`src/design/flight_mode_supervisor_mixer_assert.svh`:
```
// Assertion macros for the flight mode supervisor and mixer.
`ifndef FLIGHT_MODE_SUPERVISOR_MIXER_ASSERT_SVH
`define FLIGHT_MODE_SUPERVISOR_MIXER_ASSERT_SVH
`ifndef SYNTHESIS
// Implication checked at every clock edge outside reset.
`define FMS_ASSERT_IMPL(label, clk, rst_n, ante, cons, msg) \
	label: assert property (@(posedge clk) disable iff (!rst_n) (ante) |-> (cons)) \
		else $error(msg);
// Condition that holds at every clock edge outside reset.
`define FMS_ASSERT_ALWAYS(label, clk, rst_n, cond, msg) \
	label: assert property (@(posedge clk) disable iff (!rst_n) (cond)) else $error(msg);
`else
`define FMS_ASSERT_IMPL(label, clk, rst_n, ante, cons, msg)
`define FMS_ASSERT_ALWAYS(label, clk, rst_n, cond, msg)
`endif
`endif

```
`src/design/fms_pkg.sv`:
```
// Shared types and constants of the flight mode supervisor and mixer.
package fms_pkg;

	localparam int TIME_BITS_DEF = 32;

	typedef enum logic [2:0] {
		K_POWER_ON  = 3'd0,
		K_POWER_OFF = 3'd1,
		K_UNLOCK    = 3'd2,
		K_LOCK      = 3'd3,
		K_LAUNCH    = 3'd4,
		K_COMMAND   = 3'd5,
		K_TICK      = 3'd6
	} kind_t;

	typedef enum logic [1:0] {
		MODE_OFF    = 2'd0,
		MODE_LOCKED = 2'd1,
		MODE_SAFE   = 2'd2,
		MODE_FLIGHT = 2'd3
	} mode_t;

	// Configuration register indexes (byte address is four times the index).
	localparam logic [2:0] REG_THROTTLE_START = 3'd0;
	localparam logic [2:0] REG_SERVO_RANGE    = 3'd1;
	localparam logic [2:0] REG_SERVO_CENTER_0 = 3'd2;
	localparam logic [2:0] REG_SERVO_CENTER_1 = 3'd3;
	localparam logic [2:0] REG_SERVO_CENTER_2 = 3'd4;
	localparam logic [2:0] REG_SERVO_CENTER_3 = 3'd5;
	localparam logic [2:0] REG_USE_CORRECTION = 3'd6;

	localparam logic [11:0] THROTTLE_START_RST = 12'd1000;
	localparam logic [11:0] SERVO_CENTER_RST   = 12'd1500;

	// Tick timing: microseconds to 1/1024 s units.
	localparam int          TICK_DIV      = 977;
	localparam logic [10:0] Q_SAT         = 11'd2047;
	localparam logic [21:0] Q_SAT_DT      = 22'(TICK_DIV * 2048);
	// ceil(2^31 / 977); exact quotient for every dividend below 2^21.
	localparam logic [21:0] DIV977_MUL    = 22'd2198039;
	localparam logic [7:0]  STEP_DT_RST   = 8'd8;
	localparam logic [7:0]  STEP_DT_MAX   = 8'd255;
	localparam logic [10:0] LOST_LIMIT    = 11'd1024;
	localparam logic [10:0] LOST_SAT      = 11'd1025;

	localparam logic [9:0]  MOTOR_MAX     = 10'd1000;
	localparam logic [9:0]  SAFE_THROTTLE = 10'd500;
	localparam logic [10:0] MIN_THROTTLE  = 11'd50;

	// Servo scaling: offset = f * range * 1000 / (45 * 2^19).
	localparam logic [17:0] RANGE_SCALE   = 18'd1000;
	// ceil(2^22 / 45); exact quotient for every dividend below 2^16.
	localparam logic [16:0] DIV45_MUL     = 17'd93207;
	localparam logic [11:0] PULSE_MAX     = 12'd4095;

	localparam logic signed [18:0] UNIT_POS = 19'sd32768;
	localparam logic signed [18:0] UNIT_NEG = -19'sd32768;
	localparam logic signed [18:0] FILT_MAX = 19'sd131072;
	localparam logic signed [18:0] FILT_MIN = -19'sd131072;

	typedef logic [3:0][18:0] filt_arr_t;
	typedef logic [3:0][11:0] pulse_arr_t;

	typedef struct packed {
		mode_t     mode;
		logic      accepted;
		logic [9:0] motor;
		filt_arr_t filt;
	} core_res_t;

endpackage

```
`src/design/fms_pulse.sv`:
```
// Pulse width scaling of motor and servos, and the result register.
module fms_pulse import fms_pkg::*; (
	input  logic        clk,
	input  logic        arst_n,
	input  logic        in_valid,
	output logic        in_ready,
	input  core_res_t   res,
	input  logic [11:0] throttle_start,
	input  logic [17:0] range_scaled,
	input  pulse_arr_t  servo_center,
	output logic        out_valid,
	input  logic        out_ready,
	output mode_t       mode,
	output logic        accepted,
	output logic [11:0] motor_us,
	output pulse_arr_t  servo_us
);

	logic        valid_s3, valid_s4, ready3, ready4;
	mode_t       mode_s3, mode_s4;
	logic        acc_s3, acc_s4;
	logic [11:0] motor_s3, motor_s4;
	logic [3:0][15:0] mag_s3;
	logic [3:0]  neg_s3;
	pulse_arr_t  servo_s4;

	logic [12:0]        motor_sum;
	logic [11:0]        motor_sat;
	logic signed [18:0] f [4];
	logic [18:0]        fabs [4];
	logic [35:0]        prod [4];
	logic [3:0][15:0]   mag_n;
	logic [32:0]        qprod [4];
	logic [13:0]        off [4];
	logic [13:0]        p [4];
	pulse_arr_t         servo_n;

	assign ready4    = !valid_s4 || out_ready;
	assign ready3    = !valid_s3 || ready4;
	assign in_ready  = ready3;
	assign out_valid = valid_s4;
	assign mode      = mode_s4;
	assign accepted  = acc_s4;
	assign motor_us  = motor_s4;
	assign servo_us  = servo_s4;

	always_comb begin
		motor_sum = 13'(res.motor) + 13'(throttle_start);
		motor_sat = (motor_sum > 13'(PULSE_MAX)) ? PULSE_MAX : motor_sum[11:0];
		for (int k = 0; k < 4; k++) begin
			f[k]     = $signed(res.filt[k]);
			fabs[k]  = f[k][18] ? 19'(-f[k]) : 19'(f[k]);
			prod[k]  = 36'(fabs[k][17:0]) * 36'(range_scaled);
			// Divide by 2^19 here; the factor 45 is taken out in the next stage.
			mag_n[k] = prod[k][34:19];
		end
	end

	always_comb begin
		for (int k = 0; k < 4; k++) begin
			qprod[k] = 33'(mag_s3[k]) * 33'(DIV45_MUL);
			off[k]   = {3'b000, qprod[k][32:22]};
			// Offset rounds toward zero, so the sign goes on after division.
			p[k]     = {2'b00, servo_center[k]} + (neg_s3[k] ? 14'd0 - off[k] : off[k]);
			if (p[k][13]) begin
				servo_n[k] = '0;
			end else if (p[k] > 14'(PULSE_MAX)) begin
				servo_n[k] = PULSE_MAX;
			end else begin
				servo_n[k] = p[k][11:0];
			end
		end
	end

	always_ff @(posedge clk or negedge arst_n) begin
		if (!arst_n) begin
			valid_s3 <= 1'b0;
			valid_s4 <= 1'b0;
		end else begin
			if (ready3) begin
				valid_s3 <= in_valid;
			end
			if (ready4) begin
				valid_s4 <= valid_s3;
			end
		end
	end

	always_ff @(posedge clk) begin
		if (ready3 && in_valid) begin
			mode_s3  <= res.mode;
			acc_s3   <= res.accepted;
			motor_s3 <= motor_sat;
			mag_s3   <= mag_n;
			for (int k = 0; k < 4; k++) begin
				neg_s3[k] <= f[k][18];
			end
		end
		if (ready4 && valid_s3) begin
			mode_s4  <= mode_s3;
			acc_s4   <= acc_s3;
			motor_s4 <= motor_s3;
			servo_s4 <= servo_n;
		end
	end

endmodule

```
`config.mk`:
```
export PLATFORM = sky130hd
export DESIGN_NAME = fms_pulse
export DESIGN_NICKNAME = d
export VERILOG_FILES = /design/src/design/flight_mode_supervisor_mixer_assert.svh /design/src/design/fms_pkg.sv /design/src/design/fms_pulse.sv
export SDC_FILE = /design/constraint.sdc
export NUM_CORES = 2
export LEC_CHECK = 0
export BUFFER_PORTS_ARGS = -buffer_cell sky130_fd_sc_hd__buf_4
export CAP_MARGIN = 10
export CORE_UTILIZATION = 62
export DETAILED_ROUTE_END_ITERATION = 7
export GPL_ROUTABILITY_DRIVEN = 0
export MAX_ROUTING_LAYER = met4
export PLACE_DENSITY = 0.9
export SETUP_SLACK_MARGIN = 0.1
export SYNTH_ARGS = -nofsm -noshare
export SYNTH_HDL_FRONTEND = slang
export SYNTH_SLANG_ARGS = --single-unit
```
`constraint.sdc`:
```
create_clock -name clk -period 11.1 [get_ports clk]
set_clock_uncertainty 0.2 [all_clocks]
set_input_delay 2.22 -clock clk [delete_from_list [all_inputs] [get_ports clk]]
set_output_delay 2.22 -clock clk [all_outputs]
set_load 0.02 [all_outputs]
```
==> results summary <==
The maximum clock frequency came out at 95.1 MHz. The synthesized area per cell is between 9 and 10 um2. The estimated wirelength of the detail-placed design is 136000 um. TritonCTS built the clock tree. On the worst path, the slowest cell contributes a delay of slightly below 0.6 ns. The top cell types in the final layout, fill and taps aside, are 1825 x inv_1, 1347 x fa_1, 1028 x ha_1.

The number of instances in the synthesized netlist came out at 7271. The flop-to-flop setup slack is between 1 and 1.5 ns. The flow ran to the end, but the final reports show violations.

Counting cells, the worst reg-to-reg path comes to 30. The clock input transition at the sequential cells of the worst setup and hold paths came out at 0.08 ns. The post-CTS setup buffer count came out at 0. Global routing used roughly 33% of the available tracks across all layers.

The number of antenna violations at the first check in global routing was 3. The buffer depth of the longest clock path came out at 2. Setup repair after global routing left no endpoint under its margin. For the pin with the worst max-slew slack, the measured transition is 1.41 ns. Summing the areas of all compound-gate instances in the mapped netlist gives 5.64% of the synthesized area. The worst hold path terminates at motor_us[5]$_DFFE_PP_. The post-route antenna net violation count is 0. The most instantiated flip-flop cell in the synthesis netlist is edfxtp_1. The detailed-routing iteration count for the pre-antenna-repair pass came out at 8. The floorplan row count came out at 120.

The total standard cell area after synthesis is 66800 um2. The sequential-to-total area share from yosys stat is roughly 6.6%. On the critical path the largest part of the delay comes from adder cells. The vias after detailed routing is 50900. 236 I/O pins were placed. The xor and xnor fraction of the mapped netlist area is between 3 and 4%. The die covers 109000 um2.

In this run the critical register-to-register path is captured at servo_us[13]$_SDFFCE_PP0P_. The total placed cells including tap cells came out at 8754. The maximum number of pins on one net before global-route repair is 73. The clock drives 148 sinks.

For this block, the initial DRC count from the detailed router was 4192. The count of state elements after synthesis came out at 148. For this design, the CTS-stage hold fixing added 0 buffers.

Dividing the detail-routed via count by the number of cells gives roughly 5.8. The clock buffer count from CTS is 17. During synthesis, Yosys emitted a total of 0 warnings. The fraction of synthesized area in multiplexers is 0.120%. The core region is 107000 um2. The die is about 330 um wide. The worst hold path startpoint is motor_s3[5]$_SDFFCE_PN1P_.

The number of stages on the worst hold path came out at 0. The routed design has 168000 um of wire. The post-synthesis to final-layout area growth is 5.81%.

The startpoint kind of the worst setup timing path is an input pin. The worst slew slack as a fraction of its limit is 5.33%. The area fraction in and, or, nand and nor cells after synthesis came out at 12.8%. The post-synth net total came out at 9817. The worst min-delay path class is reg -> reg.

The via count of the first global-routing pass came out at 56500. In this run the tool buffered the top-level ports with 235 buffer cells. The critical path is of the in -> reg type.

The fill cell instance count of the final layout came out at ~7500. The worst setup slack after layout is 0.584 ns. Yosys mapped a number of flops with a built-in enable equal to between 100 and 150. The global-route wire length before repair came out at 274000 um.

The count of H-tree levels built during CTS came out at 4. The clock tree root buffer cell is clkbuf_16. Summing the areas of all fa, ha and maj instances in the mapped netlist gives between 50% and 60% of the synthesized area.

The number of max-slew violations in the final report came out at 0. Once the floorplan was initialized, standard cells occupied a little over three fifths of the core. The routed length per instance is 19.1 um. For the worst-skew pair, the clock arrives at the later sink with an insertion delay of 0.53 ns. The number of hold-slack violations in the final timing report came out at 0. The share of synthesized flip-flops with an asynchronous set or reset is 1.35%. The final worst-path cycle share is between 90% and 100%.

In the final layout, the share of cells above drive strength 1 is 5.23%. STA puts the critical path data required time at 11.17 ns. The total DRC errors in the routed layout came out at 2. The sum of negative setup slack came out at 0 ns.

The die extent in y is 330 um. The total overflow left after global routing is 0. Across the run, the number of max-cap violations was 0. The worst path arrival time is ~11 ns.

By area, the combinational part of the netlist is dominated by adder cells. The sum of buffers and inverters on the critical path came out at 5. The slowest stage of the critical path belongs to the cell fa_1.

The final hold slack is 0.218 ns. The final reports fail on design-rule violations. In this run, distinct cell masters in the synthesized netlist total 79. The worst setup timing slack at the placement stage is -0.0413 ns. The worst register-to-register path begins at mag_s3[29]$_DFFE_PP_. The post-layout net count came out at around 9900.

The cell that appears most often on the critical path is fa_1. The capturing element type of the critical path is a flip-flop. The smallest clock period supported by the final layout is computed as 10.52 ns. Setup violations remaining at the end of the flow were counted as 0. The most common library cell in the layout ignoring fill and taps is inv_1.

The final standard cell count with taps included and fillers excluded is 8791. Along the worst path, the maximum fanout reaches 11.
-- what timing repair did --
item,CTS,global route
endpoints found under the hold margin,0,0
setup endpoints to repair,0,3
gates resized for setup,0,2
-- worst reg2reg max path: cells and delay by family, from the launching register on --
kind	cells	cell delay [ns]
AOI/OAI and AO/OA	8	1.62
xor gates and xnor gates	3	1.13
adders and majority gates	8	3.64
buffers and inverters	4	0.22
DFF	1	0.52
and+or+nand+nor	7	2.15
-- logic make-up (layout without fill, tap and decap cells) --
family	after synthesis	count (layout)
flops	148	148
compound gates	585	585
fa+ha+maj	2375	2375
mux	8	8
xor+xnor	267	267
simple gates	1819	1819
other cells	0	4
buf+inv	2069	2182
-- Yosys cell counts, types with 4 or more instances --
cell	n	share of area, %
a211o_1	5	0.066
a211oi_1	20	0.22
a21boi_0	11	0.12
a21o_1	65	0.73
a21oi_1	190	1.4
a311oi_1	5	0.066
a31oi_1	15	0.14
a41oi_1	4	0.052
and2_1	399	3.7
and3_1	24	0.22
and4_1	4	0.052
clkbuf_1	239	1.3
edfxtp_1	146	6.6
fa_1	1347	40
ha_1	1028	19
inv_1	1825	10
mux2i_1	8	0.12
nand2_1	1007	5.7
nand2b_1	38	0.36
nand3_1	43	0.32
nand3b_1	6	0.067
nand4_1	26	0.24
nor2_1	103	0.58
nor2b_1	52	0.49
nor3_1	51	0.38
nor4_1	7	0.066
o2111ai_1	6	0.079
o211ai_1	11	0.12
o21a_1	34	0.38
o21ai_0	111	0.83
o21bai_1	19	0.21
o31a_1	7	0.092
o31ai_1	28	0.31
o41ai_1	9	0.12
or2_2	12	0.11
or3_1	23	0.22
or3b_2	4	0.052
or4_1	10	0.11
xnor2_1	192	2.5
xor2_1	74	0.97
-- sequential cells by signal (all words and copies together), names as in the netlist --
| signal | flops |
|---|---|
| motor_s3 | 12 |
| motor_us | 12 |
| valid_s3 | 1 |
| acc_s3 | 1 |
| out_valid | 1 |
| accepted | 1 |
| neg_s3 | 4 |
| mode_s3 | 2 |
| mode | 2 |
| servo_us | 48 |
| mag_s3 | 64 |
-- stage by stage --
stage,area (um2),utilization (%)
detailed placement,70100,65.5
global route,70600,66.1
finish,70700,66.1
CTS,70600,66.1
floorplan,66800,-
global placement,70100,65.5
-- metal layers --
layer	GRT usage, %	up-vias	routed length, um
met5	-	-	0
met2	54.9	2760	82500
met1	37.9	25200	60500
met4	14.3	0	7820
met3	6.13	710	16800
li1	-	22300	-
-- cell type report --
class / instances / area [um2] / share of cell area, %
repair buffers: 325 / 2450 / 3.47
flip-flops and latches: 148 / 4430 / 6.28
multi-input cells: 5054 / 54600 / 77.3
diodes: 4 / 10.0 / 0.0142
inverters: 1825 / 6850 / 9.70
clock buffers: 18 / 429 / 0.607
well taps: 1403 / 1760 / 2.48
clock inverters: 14 / 139 / 0.197
-- worst max-delay path by stage --
stage                                       to    from  slack [ns]  cells past startpoint
after floorplan           mag_s3[14]$_DFFE_PP_  res[1]        0.69                     32
after global placement    mag_s3[14]$_DFFE_PP_  res[1]        0.33                     32
after detailed placement  mag_s3[14]$_DFFE_PP_  res[1]       -0.04                     33
after CTS                 mag_s3[14]$_DFFE_PP_  res[1]        0.49                     33
after global routing      mag_s3[14]$_DFFE_PP_  res[1]        0.23                     31
final                     mag_s3[14]$_DFFE_PP_  res[1]        0.58                     31
Power is not shown: default switching activity piles up to over one toggle a cycle in this logic, so the estimate is an artifact.
