## src/design/flight_mode_supervisor_mixer_assert.svh

```systemverilog
// Assertion macros for the flight mode supervisor and mixer.
`ifndef FLIGHT_MODE_SUPERVISOR_MIXER_ASSERT_SVH
`define FLIGHT_MODE_SUPERVISOR_MIXER_ASSERT_SVH
`ifndef SYNTHESIS
// Implication checked at every clock edge outside reset.
`define FMS_ASSERT_IMPL(label, clk, rst_n, ante, cons, msg) \
	label: assert property (@(posedge clk) disable iff (!rst_n) (ante) |-> (cons)) \
		else $error(msg);
// Condition that holds at every clock edge outside reset.
`define FMS_ASSERT_ALWAYS(label, clk, rst_n, cond, msg) \
	label: assert property (@(posedge clk) disable iff (!rst_n) (cond)) else $error(msg);
`else
`define FMS_ASSERT_IMPL(label, clk, rst_n, ante, cons, msg)
`define FMS_ASSERT_ALWAYS(label, clk, rst_n, cond, msg)
`endif
`endif

```

## src/design/fms_pkg.sv

```systemverilog
// Shared types and constants of the flight mode supervisor and mixer.
package fms_pkg;

	localparam int TIME_BITS_DEF = 32;

	typedef enum logic [2:0] {
		K_POWER_ON  = 3'd0,
		K_POWER_OFF = 3'd1,
		K_UNLOCK    = 3'd2,
		K_LOCK      = 3'd3,
		K_LAUNCH    = 3'd4,
		K_COMMAND   = 3'd5,
		K_TICK      = 3'd6
	} kind_t;

	typedef enum logic [1:0] {
		MODE_OFF    = 2'd0,
		MODE_LOCKED = 2'd1,
		MODE_SAFE   = 2'd2,
		MODE_FLIGHT = 2'd3
	} mode_t;

	// Configuration register indexes (byte address is four times the index).
	localparam logic [2:0] REG_THROTTLE_START = 3'd0;
	localparam logic [2:0] REG_SERVO_RANGE    = 3'd1;
	localparam logic [2:0] REG_SERVO_CENTER_0 = 3'd2;
	localparam logic [2:0] REG_SERVO_CENTER_1 = 3'd3;
	localparam logic [2:0] REG_SERVO_CENTER_2 = 3'd4;
	localparam logic [2:0] REG_SERVO_CENTER_3 = 3'd5;
	localparam logic [2:0] REG_USE_CORRECTION = 3'd6;

	localparam logic [11:0] THROTTLE_START_RST = 12'd1000;
	localparam logic [11:0] SERVO_CENTER_RST   = 12'd1500;

	// Tick timing: microseconds to 1/1024 s units.
	localparam int          TICK_DIV      = 977;
	localparam logic [10:0] Q_SAT         = 11'd2047;
	localparam logic [21:0] Q_SAT_DT      = 22'(TICK_DIV * 2048);
	// ceil(2^31 / 977); exact quotient for every dividend below 2^21.
	localparam logic [21:0] DIV977_MUL    = 22'd2198039;
	localparam logic [7:0]  STEP_DT_RST   = 8'd8;
	localparam logic [7:0]  STEP_DT_MAX   = 8'd255;
	localparam logic [10:0] LOST_LIMIT    = 11'd1024;
	localparam logic [10:0] LOST_SAT      = 11'd1025;

	localparam logic [9:0]  MOTOR_MAX     = 10'd1000;
	localparam logic [9:0]  SAFE_THROTTLE = 10'd500;
	localparam logic [10:0] MIN_THROTTLE  = 11'd50;

	// Servo scaling: offset = f * range * 1000 / (45 * 2^19).
	localparam logic [17:0] RANGE_SCALE   = 18'd1000;
	// ceil(2^22 / 45); exact quotient for every dividend below 2^16.
	localparam logic [16:0] DIV45_MUL     = 17'd93207;
	localparam logic [11:0] PULSE_MAX     = 12'd4095;

	localparam logic signed [18:0] UNIT_POS = 19'sd32768;
	localparam logic signed [18:0] UNIT_NEG = -19'sd32768;
	localparam logic signed [18:0] FILT_MAX = 19'sd131072;
	localparam logic signed [18:0] FILT_MIN = -19'sd131072;

	typedef logic [3:0][18:0] filt_arr_t;
	typedef logic [3:0][11:0] pulse_arr_t;

	typedef struct packed {
		mode_t     mode;
		logic      accepted;
		logic [9:0] motor;
		filt_arr_t filt;
	} core_res_t;

endpackage

```

## src/design/fms_div977.sv

```systemverilog
// Tick interval in microseconds to a clamped count of 1/1024 s units.
module fms_div977 import fms_pkg::*; #(
	parameter int DT_W = 32
) (
	input  logic [DT_W-1:0] dt,
	output logic [10:0]     q
);

	logic        over_range;
	logic [42:0] prod;

	always_comb begin
		over_range = dt >= DT_W'(Q_SAT_DT);
		prod       = 43'(dt[20:0]) * 43'(DIV977_MUL);
		// Anything past 2047 units has the same effect on the timer and step.
		q          = over_range ? Q_SAT : prod[41:31];
	end

endmodule

```

## src/design/fms_mix.sv

```systemverilog
// Four-servo mixer with the eighth-step smoothing filter in Q1.17.
module fms_mix import fms_pkg::*; (
	input  logic signed [15:0] corr_x,
	input  logic signed [15:0] corr_y,
	input  logic signed [15:0] corr_z,
	input  filt_arr_t          filt_in,
	output filt_arr_t          filt_out
);

	logic signed [18:0] x2, y2, z19;
	logic signed [18:0] raw [4];
	logic signed [18:0] v [4];
	logic [18:0]        fv [4];
	logic [22:0]        s [4];

	always_comb begin
		x2  = {{2{corr_x[15]}}, corr_x, 1'b0};
		y2  = {{2{corr_y[15]}}, corr_y, 1'b0};
		z19 = {{3{corr_z[15]}}, corr_z};
		raw[0] = z19 - y2;
		raw[1] = z19 - x2;
		raw[2] = z19 + y2;
		raw[3] = z19 + x2;
		for (int k = 0; k < 4; k++) begin
			if (raw[k] > UNIT_POS) begin
				v[k] = UNIT_POS;
			end else if (raw[k] < UNIT_NEG) begin
				v[k] = UNIT_NEG;
			end else begin
				v[k] = raw[k];
			end
			fv[k] = filt_in[k];
			// (4v + 7f + 4) / 8, floored: ties round up.
			s[k] = ({{4{v[k][18]}}, v[k]} << 2) + ({{4{fv[k][18]}}, fv[k]} << 3)
				- {{4{fv[k][18]}}, fv[k]} + 23'd4;
			filt_out[k] = s[k][21:3];
		end
	end

endmodule

```

## src/design/fms_core.sv

```systemverilog
// Input register, mode and timer state, and the combinational state update.
module fms_core import fms_pkg::*; #(
	parameter int TIME_BITS = TIME_BITS_DEF
) (
	input  logic               clk,
	input  logic               arst_n,
	input  logic               in_valid,
	output logic               in_ready,
	input  logic [2:0]         kind,
	input  logic [31:0]        now_us,
	input  logic [15:0]        cmd_throttle,
	input  logic signed [15:0] corr_x,
	input  logic signed [15:0] corr_y,
	input  logic signed [15:0] corr_z,
	input  logic               use_correction,
	output logic               res_valid,
	input  logic               res_ready,
	output core_res_t          res
);

	localparam int DT_W = (TIME_BITS > 22) ? TIME_BITS : 22;

	logic               valid_s1;
	logic [2:0]         kind_s1;
	logic [31:0]        now_s1;
	logic [15:0]        cmd_s1;
	logic signed [15:0] x_s1, y_s1, z_s1;
	logic               valid_s2;
	core_res_t          res_s2;

	mode_t                mode_q;
	logic [TIME_BITS-1:0] last_q;
	logic [10:0]          lost_q;
	logic [7:0]           step_q;
	logic [9:0]           motor_q;
	logic [15:0]          held_q;
	filt_arr_t            filt_q;

	logic                 ready2, adv;
	logic [63:0]          now_w;
	logic [TIME_BITS-1:0] now_t, dt;
	logic [DT_W-1:0]      dt_ext;
	logic [10:0]          q;
	logic                 started;
	logic [7:0]           step_tick;
	logic [11:0]          lost_sum;
	logic [10:0]          lost_tick;
	logic [9:0]           safe_th;

	mode_t                mode_n;
	logic [TIME_BITS-1:0] last_n;
	logic [10:0]          lost_n;
	logic [7:0]           step_n;
	logic [15:0]          held_n;
	logic                 acc_n;
	logic                 ctrl, ctrl_corr;
	logic [15:0]          th;
	logic [9:0]           motor_n;
	filt_arr_t            filt_n, mix_out;
	logic signed [15:0]   mx, my, mz;

	assign ready2    = !valid_s2 || res_ready;
	assign adv       = valid_s1 && ready2;
	assign in_ready  = !valid_s1 || ready2;
	assign res_valid = valid_s2;
	assign res       = res_s2;

	fms_div977 #(.DT_W(DT_W)) u_div (
		.dt (dt_ext),
		.q  (q)
	);

	fms_mix u_mix (
		.corr_x   (mx),
		.corr_y   (my),
		.corr_z   (mz),
		.filt_in  (filt_q),
		.filt_out (mix_out)
	);

	always_comb begin
		now_w   = {32'd0, now_s1};
		now_t   = now_w[TIME_BITS-1:0];
		dt      = now_t - last_q;
		dt_ext  = DT_W'(dt);
		started = last_q != '0;

		if (!started) begin
			step_tick = STEP_DT_RST;
		end else if (q > 11'(STEP_DT_MAX)) begin
			step_tick = STEP_DT_MAX;
		end else if (q == '0) begin
			step_tick = 8'd1;
		end else begin
			step_tick = q[7:0];
		end

		// The timer only matters against the lost-link limit, so it saturates
		// just above it.
		lost_sum = {1'b0, lost_q} + {1'b0, q};
		if (!started) begin
			lost_tick = lost_q;
		end else if (lost_sum > 12'(LOST_SAT)) begin
			lost_tick = LOST_SAT;
		end else begin
			lost_tick = lost_sum[10:0];
		end

		if (motor_q > SAFE_THROTTLE) begin
			safe_th = SAFE_THROTTLE;
		end else if ({1'b0, motor_q} < {3'b000, step_tick} + MIN_THROTTLE) begin
			safe_th = '0;
		end else begin
			safe_th = motor_q - 10'(step_tick);
		end

		mode_n    = mode_q;
		last_n    = last_q;
		lost_n    = lost_q;
		step_n    = step_q;
		held_n    = held_q;
		acc_n     = 1'b0;
		ctrl      = 1'b0;
		ctrl_corr = 1'b0;
		th        = '0;

		case (kind_t'(kind_s1))
			K_POWER_ON: begin
				if (mode_q == MODE_OFF) begin
					mode_n = MODE_LOCKED;
					ctrl   = 1'b1;
					last_n = '0;
					acc_n  = 1'b1;
				end
			end
			K_POWER_OFF: begin
				if (mode_q != MODE_FLIGHT) begin
					mode_n = MODE_OFF;
					acc_n  = 1'b1;
				end
			end
			K_UNLOCK: begin
				if (mode_q == MODE_LOCKED) begin
					mode_n = MODE_SAFE;
					acc_n  = 1'b1;
				end
			end
			K_LOCK: begin
				if (mode_q == MODE_SAFE) begin
					mode_n = MODE_LOCKED;
					ctrl   = 1'b1;
					acc_n  = 1'b1;
				end
			end
			K_LAUNCH: begin
				if (mode_q == MODE_SAFE) begin
					mode_n = MODE_FLIGHT;
					lost_n = '0;
					acc_n  = 1'b1;
				end
			end
			K_COMMAND: begin
				held_n = cmd_s1;
				lost_n = '0;
				acc_n  = 1'b1;
			end
			K_TICK: begin
				if (mode_q != MODE_OFF) begin
					acc_n     = 1'b1;
					last_n    = now_t;
					step_n    = step_tick;
					lost_n    = lost_tick;
					ctrl_corr = use_correction;
					case (mode_q)
						MODE_FLIGHT: begin
							ctrl = 1'b1;
							if (lost_tick > LOST_LIMIT) begin
								// Lost link: drop to safe and ramp down at once.
								lost_n = '0;
								mode_n = MODE_SAFE;
								th     = 16'(safe_th);
							end else begin
								th = held_q;
							end
						end
						MODE_SAFE: begin
							ctrl = 1'b1;
							th   = 16'(safe_th);
						end
						default: begin
						end
					endcase
				end
			end
			default: begin
			end
		endcase

		mx = ctrl_corr ? x_s1 : '0;
		my = ctrl_corr ? y_s1 : '0;
		mz = ctrl_corr ? z_s1 : '0;

		if (!ctrl) begin
			motor_n = motor_q;
		end else if (th > 16'(MOTOR_MAX)) begin
			motor_n = MOTOR_MAX;
		end else begin
			motor_n = th[9:0];
		end
		filt_n = ctrl ? mix_out : filt_q;
	end

	always_ff @(posedge clk or negedge arst_n) begin
		if (!arst_n) begin
			valid_s1 <= 1'b0;
			valid_s2 <= 1'b0;
			mode_q   <= MODE_OFF;
			last_q   <= '0;
			lost_q   <= '0;
			step_q   <= STEP_DT_RST;
			motor_q  <= '0;
			held_q   <= '0;
			filt_q   <= '0;
		end else begin
			if (in_ready) begin
				valid_s1 <= in_valid;
			end
			if (ready2) begin
				valid_s2 <= valid_s1;
			end
			if (adv) begin
				mode_q  <= mode_n;
				last_q  <= last_n;
				lost_q  <= lost_n;
				step_q  <= step_n;
				motor_q <= motor_n;
				held_q  <= held_n;
				filt_q  <= filt_n;
			end
		end
	end

	always_ff @(posedge clk) begin
		if (in_ready && in_valid) begin
			kind_s1 <= kind;
			now_s1  <= now_us;
			cmd_s1  <= cmd_throttle;
			x_s1    <= corr_x;
			y_s1    <= corr_y;
			z_s1    <= corr_z;
		end
		if (adv) begin
			res_s2.mode     <= mode_n;
			res_s2.accepted <= acc_n;
			res_s2.motor    <= motor_n;
			res_s2.filt     <= filt_n;
		end
	end

endmodule

```

## config.mk

```make
export PLATFORM = sky130hd
export DESIGN_NAME = fms_core
export DESIGN_NICKNAME = d
export VERILOG_FILES = /design/src/design/flight_mode_supervisor_mixer_assert.svh /design/src/design/fms_pkg.sv /design/src/design/fms_div977.sv /design/src/design/fms_mix.sv /design/src/design/fms_core.sv
export SDC_FILE = /design/constraint.sdc
export NUM_CORES = 2
export LEC_CHECK = 0
export BUFFER_PORTS_ARGS = -buffer_cell sky130_fd_sc_hd__buf_2
export CAP_MARGIN = 10
export CORE_MARGIN = 2
export CORE_UTILIZATION = 34
export CTS_BUF_LIST = sky130_fd_sc_hd__clkbuf_4 sky130_fd_sc_hd__clkbuf_8
export CTS_CLUSTER_SIZE = 12
export DETAILED_ROUTE_END_ITERATION = 16
export SYNTH_ARGS = -nofsm -noshare
export SYNTH_HDL_FRONTEND = slang
export SYNTH_HIERARCHICAL = 1
export SYNTH_SLANG_ARGS = --single-unit
```

## constraint.sdc

```tcl
create_clock -name clk -period 20.6 [get_ports clk]
set_input_delay 1.03 -clock clk [delete_from_list [all_inputs] [get_ports clk]]
set_output_delay 1.03 -clock clk [all_outputs]
set_load 0.1 [all_outputs]
```

==> results.json <==
{
  "rsz0062_at_grt": "false",
  "port_buffers": 194,
  "cts_hold_buf": 0,
  "worstSetupPathType": "flop to flop",
  "postLayoutCoreUtil_pct": 38.1,
  "vias": 25100,
  "worst_setup_path_start_kind": "flop",
  "setup_viol": 0,
  "slowest_delay_ns": 0.69,
  "row_count": 113,
  "nFillCells": 9755,
  "final_common_cell": "nand2_1",
  "htreeDepth": 2,
  "top_usage_layer": "met2",
  "met2_usage_pct": 29.1,
  "finalSetupTns_ns": 0,
  "viasPerCell": 4.89,
  "synth_edf_count": 188,
  "cts_buffers": 58,
  "grt_pass1_vias": 24800,
  "grt_usage_pct": 17.0,
  "reg2reg_slack_ns": 7.74,
  "drt_first_pass_iters": 5,
  "nets": 4546,
  "endpoint_kind": "flop",
  "ys_seq_area_share_pct": 29.0,
  "stdcell_count": 5136,
  "crit_required_ns": 20.99,
  "synthCells": 3641,
  "wire_per_inst_um": 16.1,
  "grt_start_max_net_pins": 95,
  "synthArstFlopShare_pct": 44.2,
  "cp_max_fo": 11,
  "fin_ws_ns": 7.74,
  "crit_top_cell": "fa_1",
  "ys_ff_latch": 337,
  "r2r_end": "res[76]",
  "ctsResizeCount": 0,
  "grt.overflow.total": 0,
  "grt_pass1_wl_um": 133000,
  "clk_pin_slew_ns": 0.06,
  "regToRegStartpoint": "last_q[0]",
  "min_period_ns": 12.86,
  "rr_worst_depth": 49,
  "drt_iter0_drc": 1541,
  "status": "completed",
  "dieArea_um2": 97700,
  "synthesis.area_per_instance_um2": 8.89,
  "cts_root_buf": "clkbuf_8",
  "worstPathArrival_ns": 13.24,
  "antenna_found_initial": 3,
  "maxSlewViolCount": 0,
  "drtAntennaViolNets": 0,
  "start_util_pct": 34.2,
  "fin_crit_sh_pct": 62.4,
  "postCtsSetupBuffers": 0,
  "met1_usage_pct": 22.2,
  "clkLatencyLatePin_ns": 0.70,
  "endpoint": "res[76]",
  "slowest_stage": "xnor2_1",
  "dpl.hpwl_um": 66900,
  "drv_cap": 0,
  "syn_to_final_growth_pct": 11.3,
  "crit_path_start": "last_q[0]",
  "dieWidth_um": 313,
  "final_cell_mix": "nand2_1, inv_1, ha_1",
  "grtUsageMet3_pct": 3.07,
  "core_area_um2": 94700,
  "worstHoldPathType": "flop to flop",
  "wirelength_um": 82900,
  "clock_skew_ns": 0.0699,
  "cts_sinks": 337,
  "yosys.cell_types.count": 99,
  "pin_count": 195,
  "hold_violations": 0,
  "clk_path_buf_depth": 3,
  "synth_warnings": 6,
  "fmax_mhz": 77.8,
  "syn_area_um2": 32400,
  "slew_headroom_pct": 28.8,
  "synth.area.top_cells": "edfxtp_1, ha_1, fa_1",
  "synth_ff_type": "edfxtp_1",
  "tightest_slew_ns": 1.06,
  "synth_top_area_share_pct": 17.4,
  "dp_slack_ns": 7.74,
  "drive_above_1_share_pct": 10.8,
  "place.gp.congestion": 0.899,
  "syn_nets": 4366,
  "dpl.cell_count": 5026,
  "yosysTopAreaCell": "edfxtp_1",
  "cts_tree": "yes",
  "drc_errors": 0,
  "die_y_um": 313
}
[synthesized netlist by cell type (30+ instances only)]
cell type  count
nor2_1       196
nand2_1      664
edfxtp_1     188
xnor2_1      107
fa_1         187
nor3_1        61
ha_1         434
dfrtp_1      149
a21oi_1      165
and2_1        59
o21a_1        47
nor2b_1       32
clkbuf_1      86
a31oi_1       30
nand2b_1      31
xor2_1        43
o21ai_0      122
inv_1        549
a21o_1        43
[per-layer routing]
| metal | wire length, µm | vias to the layer above |
|---|---|---|
| met5 | 14 | - |
| met4 | 1830 | 2 |
| met3 | 4190 | 98 |
| met2 | 39400 | 514 |
| met1 | 37500 | 11900 |
| li1 | - | 12600 |
[state kept, by name, summed over array words and instances (netlist names)]
name,count
y_s1,16
valid_s1,1
z_s1,16
mode_q,2
filt_q,76
motor_q,10
cmd_s1,16
res_valid,1
last_q,32
lost_q,11
res,89
now_s1,32
kind_s1,3
held_q,16
x_s1,16
[worst max-delay path, delay by kind of cell (launching register included)]
kind            cells  cell delay [ns]
simple gates        9             1.90
flops               1             0.40
xor+xnor            2             0.85
compound gates     20             4.27
fa+ha+maj          12             4.61
buf+inv             6             0.57
[per-stage QoR]
step / cell area [µm²] / hold WS [ns]
finish: 36000 / 0.446
global route: 36000 / 0.451
CTS: 36000 / 0.436
detailed placement: 34800 / 0.465
global placement: 34800 / 0.460
floorplan: 32400 / 0.455
[final cells by class]
type	count	area, µm²	share of cell area [%]
well taps	1265	1580	4.39
clock buffers	89	1090	3.02
repair buffers	221	1180	3.27
inverters	549	2070	5.73
flip-flops and latches	337	9370	26.0
multi-input cells	2654	20600	57.1
clock inverters	20	164	0.455
diodes	1	2.50	0.00694
[kinds of logic (layout without fill, tap and decap cells)]
family	Yosys count	after routing	synth area share (%)
other	0	1	0
AND/OR/NAND/NOR	1219	1219	17.0
adder cells (fa/ha/maj)	621	621	28.3
buffers and inverters	650	879	7.65
XOR/XNOR	151	151	4.11
flip-flops	337	337	29.0
multiplexers	33	33	1.12
AO/OA/AOI/OAI	630	630	12.9
[worst min-delay path by stage]
| stage | cells past startpoint | slack, ns | end | from |
|---|---|---|---|---|
| after floorplan | 1 | 0.46 | held_q[10] | cmd_s1[10] |
| after global placement | 1 | 0.46 | held_q[8] | cmd_s1[8] |
| after detailed placement | 1 | 0.47 | held_q[2] | cmd_s1[2] |
| after CTS | 1 | 0.44 | held_q[2] | cmd_s1[2] |
| after global routing | 1 | 0.45 | held_q[2] | cmd_s1[2] |
| final | 1 | 0.45 | held_q[2] | cmd_s1[2] |
Power is not shown: default switching activity piles up to over one toggle a cycle in this logic, so the estimate is an artifact.
